===== src/rtl/sbc_pkg.sv =====
// Shared types, constants and codes for the small bytecode core.
`timescale 1ns / 1ps
package sbc_pkg;

	// Fixed sizes of the machine
	localparam int NUM_REGS   = 8;
	localparam int PROG_WORDS = 8192;
	localparam int CALL_DEPTH = 16;
	localparam int DATA_DEPTH = 16;
	localparam int REG_W      = 32;
	localparam int RIDX_W     = 3;
	localparam int PC_W       = 14;
	localparam int ADDR_W     = 13;
	localparam int WORD_W     = 16;
	localparam int CODE_W     = 8;
	localparam int OPC_W      = 5;

	localparam logic [REG_W-1:0]  BUDGET_RESET = 32'd1000000;
	localparam logic [CODE_W-1:0] CODE_ABORT   = 8'hFF;

	// Command word opcodes
	typedef enum logic [1:0] {
		OP_WRREG = 2'd0,
		OP_START = 2'd1,
		OP_WORD  = 2'd2,
		OP_RDREG = 2'd3
	} sbc_op_t;

	// Major instruction codes (bits 15..11)
	localparam logic [OPC_W-1:0] T_BL_LO  = 5'd0;
	localparam logic [OPC_W-1:0] T_BL_HI  = 5'd3;
	localparam logic [OPC_W-1:0] T_B_LO   = 5'd4;
	localparam logic [OPC_W-1:0] T_B_HI   = 5'd7;
	localparam logic [OPC_W-1:0] T_SK_LO  = 5'd8;
	localparam logic [OPC_W-1:0] T_SK_HI  = 5'd11;
	localparam logic [OPC_W-1:0] T_ADDI   = 5'd12;
	localparam logic [OPC_W-1:0] T_SUBI   = 5'd13;
	localparam logic [OPC_W-1:0] T_MOVI8  = 5'd14;
	localparam logic [OPC_W-1:0] T_MOVI24 = 5'd15;
	localparam logic [OPC_W-1:0] T_GRP0   = 5'd16;
	localparam logic [OPC_W-1:0] T_GRP1   = 5'd17;
	localparam logic [OPC_W-1:0] T_EXIT   = 5'd31;

	// Register group sub-operations (bits 11..8)
	typedef enum logic [3:0] {
		SUB_MOV    = 4'd0,
		SUB_NOT    = 4'd1,
		SUB_ADD    = 4'd2,
		SUB_SUB    = 4'd3,
		SUB_AND    = 4'd4,
		SUB_ORR    = 4'd5,
		SUB_XOR    = 4'd6,
		SUB_LSL    = 4'd7,
		SUB_LSR    = 4'd8,
		SUB_SKREG  = 4'd9,
		SUB_LSLI   = 4'd10,
		SUB_LSRI   = 4'd11,
		SUB_PUSH   = 4'd12,
		SUB_POP    = 4'd13,
		SUB_RET    = 4'd14,
		SUB_MOVI32 = 4'd15
	} sbc_sub_t;

	// Skip conditions
	typedef enum logic [1:0] {
		CC_EQ = 2'd0,
		CC_NE = 2'd1,
		CC_LT = 2'd2,
		CC_GE = 2'd3
	} sbc_cc_t;

	// Pending extension word kinds
	typedef enum logic [1:0] {
		EXT_NONE  = 2'd0,
		EXT_IMM24 = 2'd1,
		EXT_LO32  = 2'd2,
		EXT_HI32  = 2'd3
	} sbc_ext_t;

	typedef struct packed {
		sbc_ext_t          kind;
		logic [RIDX_W-1:0] ridx;
	} sbc_pend_t;

	// Run control state
	typedef struct packed {
		logic [PC_W-1:0]   pc;
		sbc_pend_t         pend;
		logic [REG_W-1:0]  steps;
		logic              run;
		logic [CODE_W-1:0] code;
	} sbc_ctl_t;

	// Storage updates requested by the execute logic
	typedef struct packed {
		logic              rf_we;
		logic [RIDX_W-1:0] rf_waddr;
		logic [REG_W-1:0]  rf_wdata;
		logic              cs_push;
		logic [PC_W-1:0]   cs_wdata;
		logic              ds_push;
		logic [REG_W-1:0]  ds_wdata;
	} sbc_act_t;

endpackage


===== src/rtl/sbc_cmd_if.sv =====
// Command channel: valid/ready handshake with the command word payload.
`timescale 1ns / 1ps
interface sbc_cmd_if;
	logic                              valid;
	logic                              ready;
	sbc_pkg::sbc_op_t                  opcode;
	logic [sbc_pkg::RIDX_W-1:0]        reg_index;
	logic [sbc_pkg::REG_W-1:0]         register_value;
	logic [sbc_pkg::WORD_W-1:0]        instruction_word;

	modport source (output valid, opcode, reg_index, register_value, instruction_word,
		input ready);
	modport sink (input valid, opcode, reg_index, register_value, instruction_word,
		output ready);
endinterface


===== src/rtl/sbc_rsp_if.sv =====
// Response channel: valid/ready handshake with the status word payload.
`timescale 1ns / 1ps
interface sbc_rsp_if;
	logic                              valid;
	logic                              ready;
	logic [sbc_pkg::ADDR_W-1:0]        fetch_address;
	logic                              running;
	logic [sbc_pkg::CODE_W-1:0]        exit_code;
	logic [sbc_pkg::REG_W-1:0]         read_value;

	modport source (output valid, fetch_address, running, exit_code, read_value,
		input ready);
	modport sink (input valid, fetch_address, running, exit_code, read_value,
		output ready);
endinterface


===== src/rtl/sbc_exec.sv =====
// Execute logic: next run state and storage updates for one command word.
`timescale 1ns / 1ps
module sbc_exec #(
	parameter int CALL_DEPTH = sbc_pkg::CALL_DEPTH,
	parameter int DATA_DEPTH = sbc_pkg::DATA_DEPTH,
	localparam int CDW = $clog2(CALL_DEPTH + 1),
	localparam int DDW = $clog2(DATA_DEPTH + 1)
) (
	input  sbc_pkg::sbc_op_t                 op,
	input  logic [sbc_pkg::RIDX_W-1:0]       idx,
	input  logic [sbc_pkg::REG_W-1:0]        val,
	input  logic [sbc_pkg::WORD_W-1:0]       word,
	input  logic [sbc_pkg::REG_W-1:0]        opa,
	input  logic [sbc_pkg::REG_W-1:0]        opb,
	input  logic [sbc_pkg::PC_W-1:0]         cs_top,
	input  logic [sbc_pkg::REG_W-1:0]        ds_top,
	input  logic [sbc_pkg::REG_W-1:0]        budget,
	input  sbc_pkg::sbc_ctl_t                ctl_q,
	input  logic [CDW-1:0]                   cdep_q,
	input  logic [DDW-1:0]                   ddep_q,
	output sbc_pkg::sbc_ctl_t                ctl_d,
	output logic [CDW-1:0]                   cdep_d,
	output logic [DDW-1:0]                   ddep_d,
	output sbc_pkg::sbc_act_t                act,
	output logic [sbc_pkg::REG_W-1:0]        read_val
);

	localparam logic [sbc_pkg::PC_W-1:0] PROG_END = sbc_pkg::PC_W'(sbc_pkg::PROG_WORDS);
	localparam logic [CDW-1:0]           CS_FULL  = CDW'(CALL_DEPTH);
	localparam logic [DDW-1:0]           DS_FULL  = DDW'(DATA_DEPTH);

	logic [sbc_pkg::OPC_W-1:0]  t;
	sbc_pkg::sbc_sub_t          sub;
	logic [7:0]                 imm;
	logic [sbc_pkg::REG_W-1:0]  imm32;
	logic [sbc_pkg::PC_W-1:0]   pc1;
	logic [sbc_pkg::PC_W-1:0]   pc2;
	logic [sbc_pkg::PC_W-1:0]   pc3;
	logic [sbc_pkg::PC_W-1:0]   jump;
	logic                       halt;
	logic [sbc_pkg::CODE_W-1:0] halt_code;
	logic                       chk;

	function automatic logic cond_holds(input logic [1:0] cc, input logic [31:0] a,
		input logic [31:0] b);
		logic r;
		case (sbc_pkg::sbc_cc_t'(cc))
			sbc_pkg::CC_EQ: r = (a == b);
			sbc_pkg::CC_NE: r = (a != b);
			sbc_pkg::CC_LT: r = (a < b);
			default:        r = (a >= b);
		endcase
		return r;
	endfunction

	// Decode fields
	assign t     = word[15:11];
	assign sub   = sbc_pkg::sbc_sub_t'(word[11:8]);
	assign imm   = word[7:0];
	assign imm32 = {24'd0, imm};
	assign pc1   = ctl_q.pc + sbc_pkg::PC_W'(1);
	assign pc2   = ctl_q.pc + sbc_pkg::PC_W'(2);
	assign pc3   = ctl_q.pc + sbc_pkg::PC_W'(3);
	assign jump  = {1'b0, word[12:0]};

	// Execute one command word
	always_comb begin
		ctl_d     = ctl_q;
		cdep_d    = cdep_q;
		ddep_d    = ddep_q;
		act       = '0;
		read_val  = '0;
		halt      = 1'b0;
		halt_code = sbc_pkg::CODE_ABORT;
		chk       = 1'b0;
		act.rf_waddr = word[10:8];
		case (op)
			sbc_pkg::OP_WRREG: begin
				act.rf_we    = 1'b1;
				act.rf_waddr = idx;
				act.rf_wdata = val;
			end
			sbc_pkg::OP_START: begin
				ctl_d.pc    = '0;
				ctl_d.pend  = '0;
				ctl_d.steps = '0;
				ctl_d.run   = 1'b1;
				ctl_d.code  = sbc_pkg::CODE_ABORT;
				cdep_d      = '0;
				ddep_d      = '0;
				chk         = 1'b1;
			end
			sbc_pkg::OP_WORD: begin
				if (ctl_q.run) begin
					chk = 1'b1;
					ctl_d.pc = pc1;
					if (ctl_q.pend.kind != sbc_pkg::EXT_NONE) begin
						// Extension word of a wide immediate load
						act.rf_we    = 1'b1;
						act.rf_waddr = ctl_q.pend.ridx;
						ctl_d.pend   = '0;
						case (ctl_q.pend.kind)
							sbc_pkg::EXT_IMM24: act.rf_wdata = opa + {8'd0, word, 8'd0};
							sbc_pkg::EXT_LO32: begin
								act.rf_wdata    = {16'd0, word};
								ctl_d.pend.kind = sbc_pkg::EXT_HI32;
								ctl_d.pend.ridx = ctl_q.pend.ridx;
							end
							default: act.rf_wdata = opa + {word, 16'd0};
						endcase
					end else begin
						ctl_d.steps = ctl_q.steps + 32'd1;
						case (t) inside
							[sbc_pkg::T_BL_LO:sbc_pkg::T_BL_HI]: begin
								if (cdep_q >= CS_FULL) begin
									halt = 1'b1;
								end else begin
									act.cs_push  = 1'b1;
									act.cs_wdata = pc1;
									cdep_d       = cdep_q + CDW'(1);
									ctl_d.pc     = jump;
								end
							end
							[sbc_pkg::T_B_LO:sbc_pkg::T_B_HI]: ctl_d.pc = jump;
							[sbc_pkg::T_SK_LO:sbc_pkg::T_SK_HI]: begin
								if (!cond_holds(t[1:0], opa, imm32))
									ctl_d.pc = pc2;
							end
							sbc_pkg::T_ADDI: begin
								act.rf_we    = 1'b1;
								act.rf_wdata = opa + imm32;
							end
							sbc_pkg::T_SUBI: begin
								act.rf_we    = 1'b1;
								act.rf_wdata = opa - imm32;
							end
							sbc_pkg::T_MOVI8: begin
								act.rf_we    = 1'b1;
								act.rf_wdata = imm32;
							end
							sbc_pkg::T_MOVI24: begin
								if (pc2 >= PROG_END) begin
									halt = 1'b1;
								end else begin
									act.rf_we       = 1'b1;
									act.rf_wdata    = imm32;
									ctl_d.pend.kind = sbc_pkg::EXT_IMM24;
									ctl_d.pend.ridx = word[10:8];
								end
							end
							sbc_pkg::T_GRP0, sbc_pkg::T_GRP1: begin
								act.rf_waddr = word[2:0];
								case (sub)
									sbc_pkg::SUB_MOV: begin
										act.rf_we    = 1'b1;
										act.rf_wdata = opb;
									end
									sbc_pkg::SUB_NOT: begin
										act.rf_we    = 1'b1;
										act.rf_wdata = ~opb;
									end
									sbc_pkg::SUB_ADD: begin
										act.rf_we    = 1'b1;
										act.rf_wdata = opa + opb;
									end
									sbc_pkg::SUB_SUB: begin
										act.rf_we    = 1'b1;
										act.rf_wdata = opa - opb;
									end
									sbc_pkg::SUB_AND: begin
										act.rf_we    = 1'b1;
										act.rf_wdata = opa & opb;
									end
									sbc_pkg::SUB_ORR: begin
										act.rf_we    = 1'b1;
										act.rf_wdata = opa | opb;
									end
									sbc_pkg::SUB_XOR: begin
										act.rf_we    = 1'b1;
										act.rf_wdata = opa ^ opb;
									end
									sbc_pkg::SUB_LSL: begin
										act.rf_we    = 1'b1;
										act.rf_wdata = (|opb[31:5]) ? '0 : (opa << opb[4:0]);
									end
									sbc_pkg::SUB_LSR: begin
										act.rf_we    = 1'b1;
										act.rf_wdata = (|opb[31:5]) ? '0 : (opa >> opb[4:0]);
									end
									sbc_pkg::SUB_SKREG: begin
										if (!cond_holds(word[7:6], opa, opb))
											ctl_d.pc = pc2;
									end
									sbc_pkg::SUB_LSLI: begin
										act.rf_we    = 1'b1;
										act.rf_waddr = word[7:5];
										act.rf_wdata = opa << word[4:0];
									end
									sbc_pkg::SUB_LSRI: begin
										act.rf_we    = 1'b1;
										act.rf_waddr = word[7:5];
										act.rf_wdata = opa >> word[4:0];
									end
									sbc_pkg::SUB_PUSH: begin
										if (ddep_q >= DS_FULL) begin
											halt = 1'b1;
										end else begin
											act.ds_push  = 1'b1;
											act.ds_wdata = opa;
											ddep_d       = ddep_q + DDW'(1);
										end
									end
									sbc_pkg::SUB_POP: begin
										if (ddep_q == '0) begin
											halt = 1'b1;
										end else begin
											act.rf_we    = 1'b1;
											act.rf_wdata = ds_top;
											ddep_d       = ddep_q - DDW'(1);
										end
									end
									sbc_pkg::SUB_RET: begin
										if (cdep_q == '0) begin
											halt = 1'b1;
										end else begin
											ctl_d.pc = cs_top;
											cdep_d   = cdep_q - CDW'(1);
										end
									end
									default: begin
										if (pc3 >= PROG_END) begin
											halt = 1'b1;
										end else begin
											ctl_d.pend.kind = sbc_pkg::EXT_LO32;
											ctl_d.pend.ridx = word[2:0];
										end
									end
								endcase
							end
							sbc_pkg::T_EXIT: begin
								halt      = 1'b1;
								halt_code = imm;
							end
							// Native calls and undefined codes abort
							default: halt = 1'b1;
						endcase
					end
				end
			end
			default: read_val = opa;
		endcase

		// Stop the run on an exit or a failed instruction
		if (halt) begin
			ctl_d.run  = 1'b0;
			ctl_d.code = halt_code;
			ctl_d.pend = '0;
		end

		// Check program end and budget before the next fetch
		if (chk && ctl_d.run && ctl_d.pend.kind == sbc_pkg::EXT_NONE &&
			(ctl_d.pc >= PROG_END || ctl_d.steps >= budget)) begin
			ctl_d.run  = 1'b0;
			ctl_d.code = sbc_pkg::CODE_ABORT;
			ctl_d.pend = '0;
		end
	end

endmodule


===== src/rtl/small_bytecode_core_top.sv =====
// A command word accepted into the execute stage is executed there, and its result word is
// registered in the response register. Throughput: one command word per cycle; every
// instruction completes in the execute stage, on registered operands and stack tops.
// Only a stalled response channel holds off new command words.
// Reset (arst_n low) stops any run, sets exit code 255 and step budget 1000000,
// and makes all eight registers read as zero; both stacks start empty.
`timescale 1ns / 1ps
module small_bytecode_core_top #(
	parameter int CALL_DEPTH = sbc_pkg::CALL_DEPTH,
	parameter int DATA_DEPTH = sbc_pkg::DATA_DEPTH
) (
	input  logic                        clk,
	input  logic                        arst_n,
	input  logic                        cfg_we,
	input  logic [sbc_pkg::REG_W-1:0]   cfg_wdata,
	sbc_cmd_if.sink                     cmd,
	sbc_rsp_if.source                   rsp
);

	localparam int CDW = $clog2(CALL_DEPTH + 1);
	localparam int DDW = $clog2(DATA_DEPTH + 1);
	localparam int CIW = (CALL_DEPTH > 1) ? $clog2(CALL_DEPTH) : 1;
	localparam int DIW = (DATA_DEPTH > 1) ? $clog2(DATA_DEPTH) : 1;

	// Run state
	sbc_pkg::sbc_ctl_t                 ctl_q, ctl_d, ctl_n;
	logic [CDW-1:0]                    cdep_q, cdep_d, cdep_n;
	logic [DDW-1:0]                    ddep_q, ddep_d, ddep_n;
	logic [sbc_pkg::REG_W-1:0]         budget_q;
	sbc_pkg::sbc_act_t                 act;
	logic [sbc_pkg::REG_W-1:0]         read_val;

	// Execute stage
	logic                              v_s1;
	sbc_pkg::sbc_op_t                  op_s1;
	logic [sbc_pkg::RIDX_W-1:0]        idx_s1;
	logic [sbc_pkg::REG_W-1:0]         val_s1;
	logic [sbc_pkg::WORD_W-1:0]        word_s1;
	logic [sbc_pkg::REG_W-1:0]         opa_s1, opb_s1;

	// Storage
	logic [sbc_pkg::REG_W-1:0]         rf_mem [sbc_pkg::NUM_REGS];
	logic [sbc_pkg::NUM_REGS-1:0]      rf_vld_q;
	logic [sbc_pkg::PC_W-1:0]          cs_mem [CALL_DEPTH];
	logic [sbc_pkg::REG_W-1:0]         ds_mem [DATA_DEPTH];
	logic [sbc_pkg::PC_W-1:0]          cs_top_q;
	logic [sbc_pkg::REG_W-1:0]         ds_top_q;

	// Response register
	logic                              rsp_v_q;
	logic [sbc_pkg::ADDR_W-1:0]        fetch_address_q;
	logic                              running_q;
	logic [sbc_pkg::CODE_W-1:0]        exit_code_q;
	logic [sbc_pkg::REG_W-1:0]         read_value_q;

	logic                              adv, acc;
	logic                              rf_we_n, cs_we_n, ds_we_n;
	logic [sbc_pkg::RIDX_W-1:0]        addr_a;
	logic [CIW-1:0]                    cs_wix, cs_rix;
	logic [DIW-1:0]                    ds_wix, ds_rix;
	logic [sbc_pkg::OPC_W-1:0]         in_t;
	sbc_pkg::sbc_sub_t                 in_sub;

	// Handshake: execute when the response register is free or draining
	assign adv       = v_s1 && (!rsp_v_q || rsp.ready);
	assign cmd.ready = !v_s1 || adv;
	assign acc       = cmd.valid && cmd.ready;

	sbc_exec #(
		.CALL_DEPTH (CALL_DEPTH),
		.DATA_DEPTH (DATA_DEPTH)
	) u_exec (
		.op       (op_s1),
		.idx      (idx_s1),
		.val      (val_s1),
		.word     (word_s1),
		.opa      (opa_s1),
		.opb      (opb_s1),
		.cs_top   (cs_top_q),
		.ds_top   (ds_top_q),
		.budget   (budget_q),
		.ctl_q    (ctl_q),
		.cdep_q   (cdep_q),
		.ddep_q   (ddep_q),
		.ctl_d    (ctl_d),
		.cdep_d   (cdep_d),
		.ddep_d   (ddep_d),
		.act      (act),
		.read_val (read_val)
	);

	// State as seen after this edge
	assign ctl_n   = adv ? ctl_d : ctl_q;
	assign cdep_n  = adv ? cdep_d : cdep_q;
	assign ddep_n  = adv ? ddep_d : ddep_q;
	assign rf_we_n = adv && act.rf_we;
	assign cs_we_n = adv && act.cs_push;
	assign ds_we_n = adv && act.ds_push;

	assign cs_wix = cdep_q[CIW-1:0];
	assign ds_wix = ddep_q[DIW-1:0];
	assign cs_rix = CIW'(cdep_n - CDW'(1));
	assign ds_rix = DIW'(ddep_n - DDW'(1));

	// Pick the first operand register of the incoming word
	assign in_t   = cmd.instruction_word[15:11];
	assign in_sub = sbc_pkg::sbc_sub_t'(cmd.instruction_word[11:8]);
	always_comb begin
		addr_a = cmd.reg_index;
		if (cmd.opcode == sbc_pkg::OP_WORD) begin
			if (ctl_n.pend.kind != sbc_pkg::EXT_NONE) begin
				addr_a = ctl_n.pend.ridx;
			end else if (in_t == sbc_pkg::T_GRP0 || in_t == sbc_pkg::T_GRP1) begin
				if (in_sub == sbc_pkg::SUB_LSLI || in_sub == sbc_pkg::SUB_LSRI)
					addr_a = cmd.instruction_word[7:5];
				else
					addr_a = cmd.instruction_word[2:0];
			end else begin
				addr_a = cmd.instruction_word[10:8];
			end
		end
	end

	// Register file: one write, two registered reads with bypass of the same-edge write
	always_ff @(posedge clk) begin
		if (rf_we_n)
			rf_mem[act.rf_waddr] <= act.rf_wdata;
		if (acc) begin
			opa_s1 <= (rf_we_n && act.rf_waddr == addr_a) ? act.rf_wdata :
				(rf_vld_q[addr_a] ? rf_mem[addr_a] : '0);
			opb_s1 <= (rf_we_n && act.rf_waddr == cmd.instruction_word[5:3]) ? act.rf_wdata :
				(rf_vld_q[cmd.instruction_word[5:3]] ? rf_mem[cmd.instruction_word[5:3]] : '0);
		end
	end

	// Mark registers written since reset
	always_ff @(posedge clk or negedge arst_n) begin
		if (!arst_n) begin
			rf_vld_q <= '0;
		end else if (rf_we_n) begin
			rf_vld_q[act.rf_waddr] <= 1'b1;
		end
	end

	// Call and data stacks: keep the top entry registered
	always_ff @(posedge clk) begin
		if (cs_we_n)
			cs_mem[cs_wix] <= act.cs_wdata;
		cs_top_q <= (cs_we_n && cs_wix == cs_rix) ? act.cs_wdata : cs_mem[cs_rix];
		if (ds_we_n)
			ds_mem[ds_wix] <= act.ds_wdata;
		ds_top_q <= (ds_we_n && ds_wix == ds_rix) ? act.ds_wdata : ds_mem[ds_rix];
	end

	// Execute stage payload
	always_ff @(posedge clk) begin
		if (acc) begin
			op_s1   <= cmd.opcode;
			idx_s1  <= cmd.reg_index;
			val_s1  <= cmd.register_value;
			word_s1 <= cmd.instruction_word;
		end
	end

	// Control state, step budget and stage valid
	always_ff @(posedge clk or negedge arst_n) begin
		if (!arst_n) begin
			v_s1       <= 1'b0;
			ctl_q.pc   <= '0;
			ctl_q.pend <= '0;
			ctl_q.steps <= '0;
			ctl_q.run  <= 1'b0;
			ctl_q.code <= sbc_pkg::CODE_ABORT;
			cdep_q     <= '0;
			ddep_q     <= '0;
			budget_q   <= sbc_pkg::BUDGET_RESET;
		end else begin
			if (acc)
				v_s1 <= 1'b1;
			else if (adv)
				v_s1 <= 1'b0;
			ctl_q  <= ctl_n;
			cdep_q <= cdep_n;
			ddep_q <= ddep_n;
			if (cfg_we)
				budget_q <= cfg_wdata;
		end
	end

	// Response register valid
	always_ff @(posedge clk or negedge arst_n) begin
		if (!arst_n) begin
			rsp_v_q <= 1'b0;
		end else if (adv) begin
			rsp_v_q <= 1'b1;
		end else if (rsp.ready) begin
			rsp_v_q <= 1'b0;
		end
	end

	// Response register payload
	always_ff @(posedge clk) begin
		if (adv) begin
			fetch_address_q <= ctl_d.pc[sbc_pkg::ADDR_W-1:0];
			running_q       <= ctl_d.run;
			exit_code_q     <= ctl_d.code;
			read_value_q    <= read_val;
		end
	end

	assign rsp.valid         = rsp_v_q;
	assign rsp.fetch_address = fetch_address_q;
	assign rsp.running       = running_q;
	assign rsp.exit_code     = exit_code_q;
	assign rsp.read_value    = read_value_q;

endmodule


===== src/flat_wrapper.sv =====
// flat-port wrapper written by rule: the top's interface ports become plain ports
module small_bytecode_core_top_flat 
#(
	parameter int CALL_DEPTH = sbc_pkg::CALL_DEPTH,
	parameter int DATA_DEPTH = sbc_pkg::DATA_DEPTH
)
  (clk, arst_n, cfg_we, cfg_wdata, cmd_valid, cmd_opcode, cmd_reg_index, cmd_register_value, cmd_instruction_word, cmd_ready, rsp_valid, rsp_fetch_address, rsp_running, rsp_exit_code, rsp_read_value, rsp_ready);
  sbc_cmd_if cmd_i ();
  sbc_rsp_if rsp_i ();
  input  logic clk;
  input  logic arst_n;
  input  logic cfg_we;
  input  logic [sbc_pkg::REG_W-1:0] cfg_wdata;
  input wire logic [$bits(cmd_i.valid)-1:0] cmd_valid;
  input wire logic [$bits(cmd_i.opcode)-1:0] cmd_opcode;
  input wire logic [$bits(cmd_i.reg_index)-1:0] cmd_reg_index;
  input wire logic [$bits(cmd_i.register_value)-1:0] cmd_register_value;
  input wire logic [$bits(cmd_i.instruction_word)-1:0] cmd_instruction_word;
  output wire logic [$bits(cmd_i.ready)-1:0] cmd_ready;
  output wire logic [$bits(rsp_i.valid)-1:0] rsp_valid;
  output wire logic [$bits(rsp_i.fetch_address)-1:0] rsp_fetch_address;
  output wire logic [$bits(rsp_i.running)-1:0] rsp_running;
  output wire logic [$bits(rsp_i.exit_code)-1:0] rsp_exit_code;
  output wire logic [$bits(rsp_i.read_value)-1:0] rsp_read_value;
  input wire logic [$bits(rsp_i.ready)-1:0] rsp_ready;
  assign cmd_i.valid = cmd_valid;
  assign cmd_i.opcode = cmd_opcode;
  assign cmd_i.reg_index = cmd_reg_index;
  assign cmd_i.register_value = cmd_register_value;
  assign cmd_i.instruction_word = cmd_instruction_word;
  assign cmd_ready = cmd_i.ready;
  assign rsp_valid = rsp_i.valid;
  assign rsp_fetch_address = rsp_i.fetch_address;
  assign rsp_running = rsp_i.running;
  assign rsp_exit_code = rsp_i.exit_code;
  assign rsp_read_value = rsp_i.read_value;
  assign rsp_i.ready = rsp_ready;
  small_bytecode_core_top #(.CALL_DEPTH(CALL_DEPTH), .DATA_DEPTH(DATA_DEPTH)) u_core (.clk(clk), .arst_n(arst_n), .cfg_we(cfg_we), .cfg_wdata(cfg_wdata), .cmd(cmd_i), .rsp(rsp_i));
endmodule

===== config.mk =====
export PLATFORM = sky130hd
export DESIGN_NAME = small_bytecode_core_top_flat
export DESIGN_NICKNAME = d
export VERILOG_FILES = /design/src/rtl/sbc_pkg.sv /design/src/rtl/sbc_cmd_if.sv /design/src/rtl/sbc_rsp_if.sv /design/src/rtl/sbc_exec.sv /design/src/rtl/small_bytecode_core_top.sv /design/src/flat_wrapper.sv
export SDC_FILE = /design/constraint.sdc
export NUM_CORES = 2
export LEC_CHECK = 0
export BUFFER_PORTS_ARGS = -buffer_cell sky130_fd_sc_hd__clkbuf_2
export CORE_UTILIZATION = 60
export CTS_BUF_LIST = sky130_fd_sc_hd__clkbuf_4
export DETAILED_ROUTE_END_ITERATION = 8
export HOLD_SLACK_MARGIN = 0.08
export PLACE_DENSITY = 0.83
export SLEW_MARGIN = 20
export SYNTH_ARGS = -nofsm -noshare
export SYNTH_HDL_FRONTEND = slang
export SYNTH_HIERARCHICAL = 1
export SYNTH_SLANG_ARGS = --single-unit
export TNS_END_PERCENT = 20

===== constraint.sdc =====
create_clock -name clk -period 16 [get_ports clk]
set_input_delay 2.4 -clock clk [delete_from_list [all_inputs] [get_ports clk]]
set_output_delay 2.4 -clock clk [all_outputs]
set_load 0.01 [all_outputs]

==> reports/results.txt <==
The flow ran to the end, but the final reports show violations. The checks that failed: DRC. The initial antenna violation count came out at 19. The run gives 0 as the number of max-slew violations in the final report. The tools report the number of sinks handled by clock tree synthesis as 1283. The share of total power dissipated in combinational logic is 24.8%.

The final critical path takes up 50.56% of the cycle. The width of the die was 349.0 um; the final weighted congestion in routability-driven placement was 1.074. The cell area that synthesis handed to floorplanning was 0.07225 sq mm. The worst clock skew on the final layout is 0.1101 ns, and the post-route setup TNS is 0 ns.

The logs give 6016 for the synthesized netlist cell count and 4 for the buffer levels on the longest clock path. The power density normalized to cell area is 112.6 mW/mm^2, and the pin count of the biggest net entering global routing is 91. The routed layout has 58180 vias. The placeable core region was 0.1187 sq mm; the post-CTS clock slew at the launch and capture registers of the worst setup and hold paths was 0.06 ns. The cell with the largest stage delay on the worst path is sky130_fd_sc_hd__buf_4.

The number of clock buffers added by TritonCTS is 335. CTS built an H-tree with a depth of 5. The first detailed-routing pass ran for 9 iterations. The run gives 5.952 mW as the design internal power. Once the floorplan was initialized, standard cells occupied 60.86% of the core.

The tools report the area enclosed by the die boundary as 0.1218 sq mm. Max-cap violations in this run came to 0. The sort of element at the start of the critical path is a flip-flop.

The worst setup path is of the reg -> reg kind. Dividing the detail-routed wire length by the instance count gives 32.81 um. The logs give 10190 for the count of routing violations after the opening detailed-route iteration and 0 for the number of nets with antenna violations after routing. After clock tree synthesis, the repair step resized 0 gates. The number of nets handed over by synthesis was 6307.

In the synthesized netlist the dominant register cell turns out to be sky130_fd_sc_hd__edfxtp_1. The run gives 30.04 nW as the leakage power total. The tools report the hold violation total from the final report as 0. From synthesis to final layout, the design area changed by 9.586%. Data on the critical path arrives at its endpoint at 9.24 ns. After synthesis, the mean cell area works out to 12.01 sq um. The utilization after layout is 66.69%.

Most common cell after layout, fill and taps aside: sky130_fd_sc_hd__edfxtp_1. In this design, the stage delay of the slowest critical-path cell is 0.83 ns. For the number of remaining DRC errors, the log shows 13.

The maximum resistive drop on vdd came out at 0.1006 mV. By instance count, the cell type seen most on the critical path is sky130_fd_sc_hd__buf_4. In the routed layout, each cell is associated on average with a via count of 7.186.

The worst hold-check path type was reg -> reg. Post-CTS timing repair inserted 0 buffers for setup. For this run, the total global-route usage over all layers was measured as 43.39%. The cell sitting at the root of the clock tree is a sky130_fd_sc_hd__clkbuf_4. The time the final worst path needs with I/O delays and setup was 8.090 ns. In this run the power spent charging and discharging nets is 2.959 mW. Setup slack on the worst reg-to-reg path comes out at 7.91 ns. The maximum operating frequency was 0.1236 GHz.

The number of port buffers works out to 145. The switching fraction of total power is 33.20%, and the first-pass GRT wire length is 379.1 mm. The number of flip-flops and latches in the synthesized netlist works out to 1283.

Setup violation total in the final timing report: 0. In this run, flip-flops and latches consume 43.2% of the power. After layout, the design draws a total of 8.912 mW. Of the cells placed in the final design, the portion with a size suffix greater than 1 is 22.42%. From bottom edge to top edge, the die measures 349.0 um. For this run the aggregate overflow at the end of global routing stands at 0.

The initialized floorplan defines 126 standard-cell rows. The Yosys step of the flow raised 6 warnings. 146 I/O pins were placed. The logs give 17.15 ns for the data required time at the worst endpoint and 172.6 mm for the placed wire-length estimate. The critical path goes through buf_4 > inv_1 > ha_1 > nor3_1 > and2_1 > nand4_1 > nor3_2 > a211oi_2 > nor3_4 > o31a_1 > o22ai_2 > o21a_2 > nor4_1 > nor4b_1 > nor3_1 > o22ai_4 > buf_4 > buf_4 > nand2_1 > a32oi_1 > o211ai_1 > o21ai_2. In this run the tightest slew margin relative to its limit is 9.702%.

The number of nets in the layout is 6541. At the pin with the least slew margin, the transition time is 1.320 ns. Counting distinct cell types in the post-synthesis netlist gives 107. The tightest hold path in the finished design has a slack of 0.4591 ns.

The later pin in the worst-skew pair is clocked with a latency of 1.37 ns. The top cell types in the final layout, fill and taps aside, are sky130_fd_sc_hd__edfxtp_1 (1163), sky130_fd_sc_hd__nand2_1 (689), sky130_fd_sc_hd__nor2_1 (484). The fraction of synthesis flops using an asynchronous set or reset pin is 8.730%.

Setup repair after global routing left no endpoint under its margin. The synthesized design contains 1163 enable-type register cells. After detailed routing, the total wire length is 265.7 mm. The number of hold buffers added after CTS was 0.

TritonCTS built the clock tree. Summing the sequential cell areas from Yosys gives 52.47% of the chip area. STA classifies the critical path endpoint as a flip-flop.

The largest fanout on the critical path was 70. The clock power share is 31.9%, and the number of global-route vias before repair is 55880.
## metrics by stage
step | setup slack, ns | std cells | area, sq um
3_5_place_dp | 8.203 | 7509 | 74930
2_1_floorplan | 9.415 | 6016 | 72250
3_3_place_gp | 8.445 | 7509 | 74930
5_1_grt | 7.465 | 8091 | 79160
6_report | 7.910 | 8097 | 79170
4_1_cts | 8.178 | 8080 | 79090
## final timing paths
check | startpoint | endpoint | cells after the start
max | u_core/opa_s1[9] | u_core/opa_s1[9] | 22
min | u_core/ctl_q[7] | u_core/ctl_q[7] | 2
max reg2reg | u_core/opa_s1[9] | u_core/opa_s1[9] | 22
min reg2reg | u_core/ctl_q[7] | u_core/ctl_q[7] | 2
max in group asynchronous | arst_n | u_core/ctl_q[33] | 2
min in group asynchronous | arst_n | u_core/ctl_q[16] | 1
## flip-flops by register name (all words and copies together) (netlist names), 2 cells and up, named ones only
name                      cells
u_core/rf_vld_q               8
u_core/idx_s1                 3
u_core/ds_mem               512
u_core/rsp.exit_code          8
u_core/rsp.read_value        32
u_core/ddep_q                 5
u_core/op_s1                  2
u_core/ctl_q                 60
u_core/rsp.fetch_address     13
u_core/budget_q              32
u_core/rf_mem               256
u_core/cs_mem               224
u_core/val_s1                32
u_core/word_s1               16
u_core/opb_s1                32
u_core/opa_s1                32
u_core/cdep_q                 5
## cell usage after synthesis (all sizes together) (117+ instances only)
cell | instances | area share (%)
edfxtp | 1163 | 48
nand2 | 691 | 3.6
nor2 | 511 | 2.7
mux4 | 375 | 12
o21ai | 328 | 2.4
a21oi | 286 | 2.0
clkbuf | 284 | 1.5
ha | 195 | 3.4
inv | 192 | 1.0
mux2i | 163 | 2.3
buf | 149 | 0.98
nand3 | 141 | 0.98
nor3 | 138 | 1.0
xnor2 | 117 | 1.4
## routing by layer
layer / track usage [%] / wire length [um] / vias up / part of all wire [%]
met2: 63.98 / 115500 / 5099 / 43
met3: 15.15 / 39040 / 1207 / 15
li1: - / - / 23770 / -
met1: 55.41 / 91310 / 28080 / 34
met5: 0 / 171 / - / 0.064
met4: 25.98 / 19620 / 28 / 7.4
## layout make-up
type / count / area (sq um)
Sequential cell: 1283 / 37920
Multi-Input combinational cell: 4100 / 32180
Antenna cell: 13 / 32.53
Tap cell: 1600 / 2002
Fill cell: 8439 / 39540
Clock inverter: 96 / 595.6
Inverter: 200 / 753.2
Timing Repair Buffer: 330 / 2120
Clock buffer: 475 / 3566
## critical path, delay by kind of cell (launching register included)
family / cells / cell delay (ns)
and+or+nand+nor: 9 / 3.12
buffers and inverters: 4 / 2.37
AOI/OAI and AO/OA: 8 / 1.44
adders and majority gates: 1 / 0.55
DFF: 1 / 0.32
## power by group through the flow
stage               clock network [mW]  registers (mW)  logic (mW)
global route                      3.06            3.86        2.27
CTS                               2.89            3.85        2.08
finish                            2.84            3.85        2.21
global placement                     0            3.92        2.05
detailed placement                   0            3.92        2.07
floorplan                            0            3.90        1.36
## logic make-up (layout without fill, tap and decap cells)
group           after synthesis  count (layout)  share of synthesized area, %
flops                      1283            1283                         52.47
mux                         607             607                         15.03
buf+inv                     633            1101                         3.490
simple gates               1867            1867                         11.87
compound gates             1265            1265                         11.66
fa+ha+maj                   201             201                         3.543
other cells                   0              13                             0
xor+xnor                    160             160                         1.940
(Power assumes the default switching activity.)
